`src/design/rcr_pkg.sv`:
```
// Shared types and constants for the robust correspondence reweight core.
// Used by rcr_front, rcr_queue, rcr_back and robust_correspondence_reweight_core.
package rcr_pkg;

    localparam int NUM_W = 47;
    localparam int DEN_W = 51;
    localparam int QUO_W = 16;

    localparam int QUEUE_DEPTH_DEF = 8;
    localparam int OUT_DEPTH_DEF   = 32;

    localparam logic [15:0] WEIGHT_ONE = 16'd32768;

    localparam logic [1:0] MODE_BR  = 2'd0;
    localparam logic [1:0] MODE_HUB = 2'd1;
    localparam logic [1:0] MODE_BIS = 2'd2;

    localparam logic [1:0] REG_MODE  = 2'd0;
    localparam logic [1:0] REG_MU    = 2'd1;
    localparam logic [1:0] REG_BOUND = 2'd2;

    localparam logic [30:0] MU_RESET    = 31'd65536;
    localparam logic [30:0] BOUND_RESET = 31'd65536;

    typedef enum logic [2:0] {
        OP_ZERO,
        OP_PASS,
        OP_BR,
        OP_HUB,
        OP_BIS
    } op_t;

    typedef struct packed {
        op_t              op;
        logic [15:0]      w;
        logic [NUM_W-1:0] num;
        logic [DEN_W-1:0] den;
    } entry_t;

    typedef struct packed {
        logic not_empty;
        logic full;
    } qstat_t;

endpackage

```
`src/design/rcr_queue.sv`:
```
// Short FIFO of classified items between front and back end.
// Depends on rcr_pkg.
module rcr_queue #(
    parameter int DEPTH = rcr_pkg::QUEUE_DEPTH_DEF
) (
    input  logic            clk,
    input  logic            rst_n,
    input  logic            push,
    input  rcr_pkg::entry_t push_entry,
    input  logic            pop,
    output rcr_pkg::entry_t head,
    output rcr_pkg::qstat_t stat
);

    localparam int PW = $clog2(DEPTH);
    localparam int CW = $clog2(DEPTH + 1);

    rcr_pkg::entry_t mem [DEPTH];
    logic [PW-1:0]   wp_reg, rp_reg;
    logic [CW-1:0]   cnt_reg;

    assign head           = mem[rp_reg];
    assign stat.not_empty = (cnt_reg != '0);
    assign stat.full      = (cnt_reg == CW'(DEPTH));

    always_ff @(posedge clk or negedge rst_n)
    begin
        if (!rst_n)
        begin
            wp_reg  <= '0;
            rp_reg  <= '0;
            cnt_reg <= '0;
        end
        else
        begin
            if (push)
            begin
                wp_reg <= (wp_reg == PW'(DEPTH - 1)) ? '0 : wp_reg + PW'(1);
            end
            if (pop)
            begin
                rp_reg <= (rp_reg == PW'(DEPTH - 1)) ? '0 : rp_reg + PW'(1);
            end
            if (push && !pop)
            begin
                cnt_reg <= cnt_reg + CW'(1);
            end
            else if (!push && pop)
            begin
                cnt_reg <= cnt_reg - CW'(1);
            end
        end
    end

    always_ff @(posedge clk)
    begin
        if (push)
        begin
            mem[wp_reg] <= push_entry;
        end
    end

endmodule

```
`config.mk`:
```
export PLATFORM = sky130hd
export DESIGN_NAME = rcr_queue
export DESIGN_NICKNAME = d
export VERILOG_FILES = /design/src/design/rcr_pkg.sv /design/src/design/rcr_queue.sv
export SDC_FILE = /design/constraint.sdc
export NUM_CORES = 1
export LEC_CHECK = 0
export BUFFER_PORTS_ARGS = -buffer_cell sky130_fd_sc_hd__buf_2
export CORE_MARGIN = 2
export CORE_UTILIZATION = 30
export DETAILED_ROUTE_END_ITERATION = 7
export PLACE_DENSITY_LB_ADDON = 0.12
export RECOVER_POWER = 100
export SLEW_MARGIN = 20
export SYNTH_ARGS = -nofsm -noshare
export SYNTH_HDL_FRONTEND = slang
export SYNTH_SLANG_ARGS = --single-unit
```
`constraint.sdc`:
```
create_clock -name clk -period 15.05 [get_ports clk]
set_input_delay 2.2575 -clock clk [delete_from_list [all_inputs] [get_ports clk]]
set_output_delay 2.2575 -clock clk [all_outputs]
set_load 0.005 [all_outputs]
```
==> results.json <==
{
  "synth_area_sq_um": 35670,
  "multi_input_area_sq_um": 6992,
  "cts_buffers": 109,
  "max_freq_ghz": 0.09930,
  "rows": 126,
  "ios": 240,
  "stdcell_count": 3360,
  "end_kind": "flip-flop",
  "relSlewSlack_pct": -411.5,
  "post-route-period-util_pct": 66.92,
  "clockRootBuffer": "clkbuf_16",
  "die-width_um": 348.8,
  "crit_chain": "clkbuf_1 > nand2b_1 > nor2_4 > clkbuf_1 > clkbuf_1 > clkbuf_1",
  "synth.area.top_cells": "edfxtp_1 (79%), mux4_2 (15%), mux2_2 (3.9%)",
  "setup_tns_ps": 0,
  "clock_skew_ps": 16.13,
  "setup_viol": 0,
  "power.density_nw_per_um2": 196.1,
  "critPathMaxFanout": 41,
  "grt_usage_pct": 13.66,
  "rsz0062_at_grt": "false",
  "yosys.area.top_type": "edfxtp_1",
  "failed_checks": "capacitance limit, slew limit",
  "cts_tree": "yes",
  "worst_slew_pin_slew_ps": 7673,
  "slowest_stage": "clkbuf_1",
  "grt_max_degree": 94,
  "drc": 0,
  "cts.sink_count": 946,
  "coreArea_sq_um": 117900,
  "place_inst": 3158,
  "wire_per_inst_um": 24.69,
  "initial_core_util_pct": 30.25,
  "antenna_found_initial": 9,
  "vias": 15800,
  "irDropWorstVdd_mv": 0.1079,
  "yosys_register_bits": 946,
  "yosysWarningCount": 0,
  "postRouteAntennaNets": 0,
  "grt_pass1_vias": 17500,
  "h-tree-depth": 3,
  "insertion_delay_ps": 690,
  "fin_area_sq_um": 41800,
  "syn_nets": 1547,
  "drtPass1Iterations": 6,
  "clk_pin_slew_ps": 60,
  "grt_pass1_wl_mm": 121.0,
  "drive_above_1_share_pct": 30.01,
  "register_area_sq_um": 28360,
  "clockBufferDepth": 3,
  "ys_seq_area_share_pct": 79.49,
  "nFillCells": 10990,
  "post-cts-setup-buffer-count": 0,
  "largest_register_ffs": 936,
  "cap_violations": 27,
  "synthToLayoutAreaGrowth_pct": 17.17,
  "max_stage_delay_ps": 2550,
  "postSynthAreaPerCell_sq_um": 25.16,
  "drt-total-wl_mm": 82.95,
  "worstSetupPathType": "input pin to flip-flop",
  "hold_viol_final": 0,
  "arrival_ps": 10290,
  "die_area_sq_um": 121700,
  "dp_hpwl_mm": 43.62,
  "cts_hold_buf": 0,
  "gr-total-overflow": 0,
  "placed_cell_area_sq_um": 38810,
  "maxSlewViolCount": 1122,
  "crit_top_cell": "clkbuf_1",
  "cp.required_ps": 15270,
  "synth_top_area_share_pct": 78.79,
  "final_nets": 1863,
  "p_leak_uw": 0.01286,
  "synth.distinct_cells": 26,
  "dr.first_iter.drc_count": 871,
  "worstHoldPathType": "flip-flop to flip-flop",
  "status": "complete, but fails checks",
  "numPortBuffers": 239,
  "gp_congestion": 0.6872,
  "cp-start-kind": "input pin",
  "period_needed_ps": 10070,
  "vias_per_cell": 4.702,
  "ctsResizeCount": 0,
  "synthCells": 1418,
  "die-height_um": 348.8
}
-- cell usage after synthesis (all sizes together) --
master and instances:
a2111o 1, a21oi 2, buf 46, clkbuf 20, dfrtp 10, edfxtp 936, fa 1, ha 7
inv 4, mux2 122, mux2i 1, mux4 234, nand2 5, nand2b 2, nand3 2, nand3b 3
nor2 8, nor3 3, nor4b 1, o211ai 2, o21ai 3, or3 1, or4 2, xnor2 2
-- stage by stage --
stage	total power (uW)	setup slack [ps]	hold slack [ps]	util, %
global route	8648	4224	585.7	35.44
finish	8195	4979	550.9	35.44
global placement	5869	9064	532.4	32.91
CTS	8409	8294	552.9	35.77
floorplan	4986	4060	491.8	-
detailed placement	5891	9057	536.5	32.91
-- kinds of logic after synthesis --
kind of cell / synth area share, %
buf+inv: 0.9680
flops: 79.49
xor+xnor: 0.04911
fa+ha+maj: 0.3016
simple gates: 0.3893
mux: 18.65
compound gates: 0.1438
-- layout make-up --
cell class,count,area share (%)
antenna,1,0.005987
clock buffer,133,6.742
inverter,4,0.03592
tap,1536,4.598
sequential,946,67.86
clock inverter,67,1.314
timing repair buffer,271,2.712
multi-input combinational,402,16.73
-- worst max-delay path: cells and delay by family --
family,cells,cell delay [ps]
buffers and inverters,4,7460
AND/OR/NAND/NOR,2,420
-- power by group --
part / internal, uW / total (uW) / switching [uW]
Sequential: 3350 / 3490 / 136
Clock: 1450 / 2480 / 1030
Combinational: 1060 / 2230 / 1170
-- cells in the final DEF (no fill, tap or decap), types with 8 or more instances in the layout --
| master | instances |
|---|---|
| edfxtp_1 | 936 |
| mux4_2 | 234 |
| clkbuf_1 | 226 |
| clkbuf_16 | 109 |
| mux2_2 | 91 |
| buf_2 | 62 |
| mux2_1 | 31 |
| clkinv_1 | 28 |
| clkinv_2 | 23 |
| dfrtp_1 | 8 |
-- final timing paths --
kind / startpoint / end / slack, ps / depth (start not counted)
setup reg to reg: wp_reg[2] / mem[2][7] / 6370 / 5
hold reg to reg: cnt_reg[2] / cnt_reg[2] / 550 / 2
setup / recovery: push / mem[2][7] / 4980 / 6
hold / removal: cnt_reg[2] / cnt_reg[2] / 550 / 2
max in group asynchronous: rst_n / rp_reg[1] / 13010 / 1
min in group asynchronous: rst_n / cnt_reg[2] / 1570 / 1
-- layer usage --
metal  GRT usage (%)  vias to the layer above  routed length (um)
li1                -                     6758                   -
met1           16.98                     8605               34690
met2           23.54                      279               42380
met3           3.337                      142                3681
met4           4.099                       14                2102
met5               0                        -                  93
No activity file was read; power rests on OpenSTA's default activity.
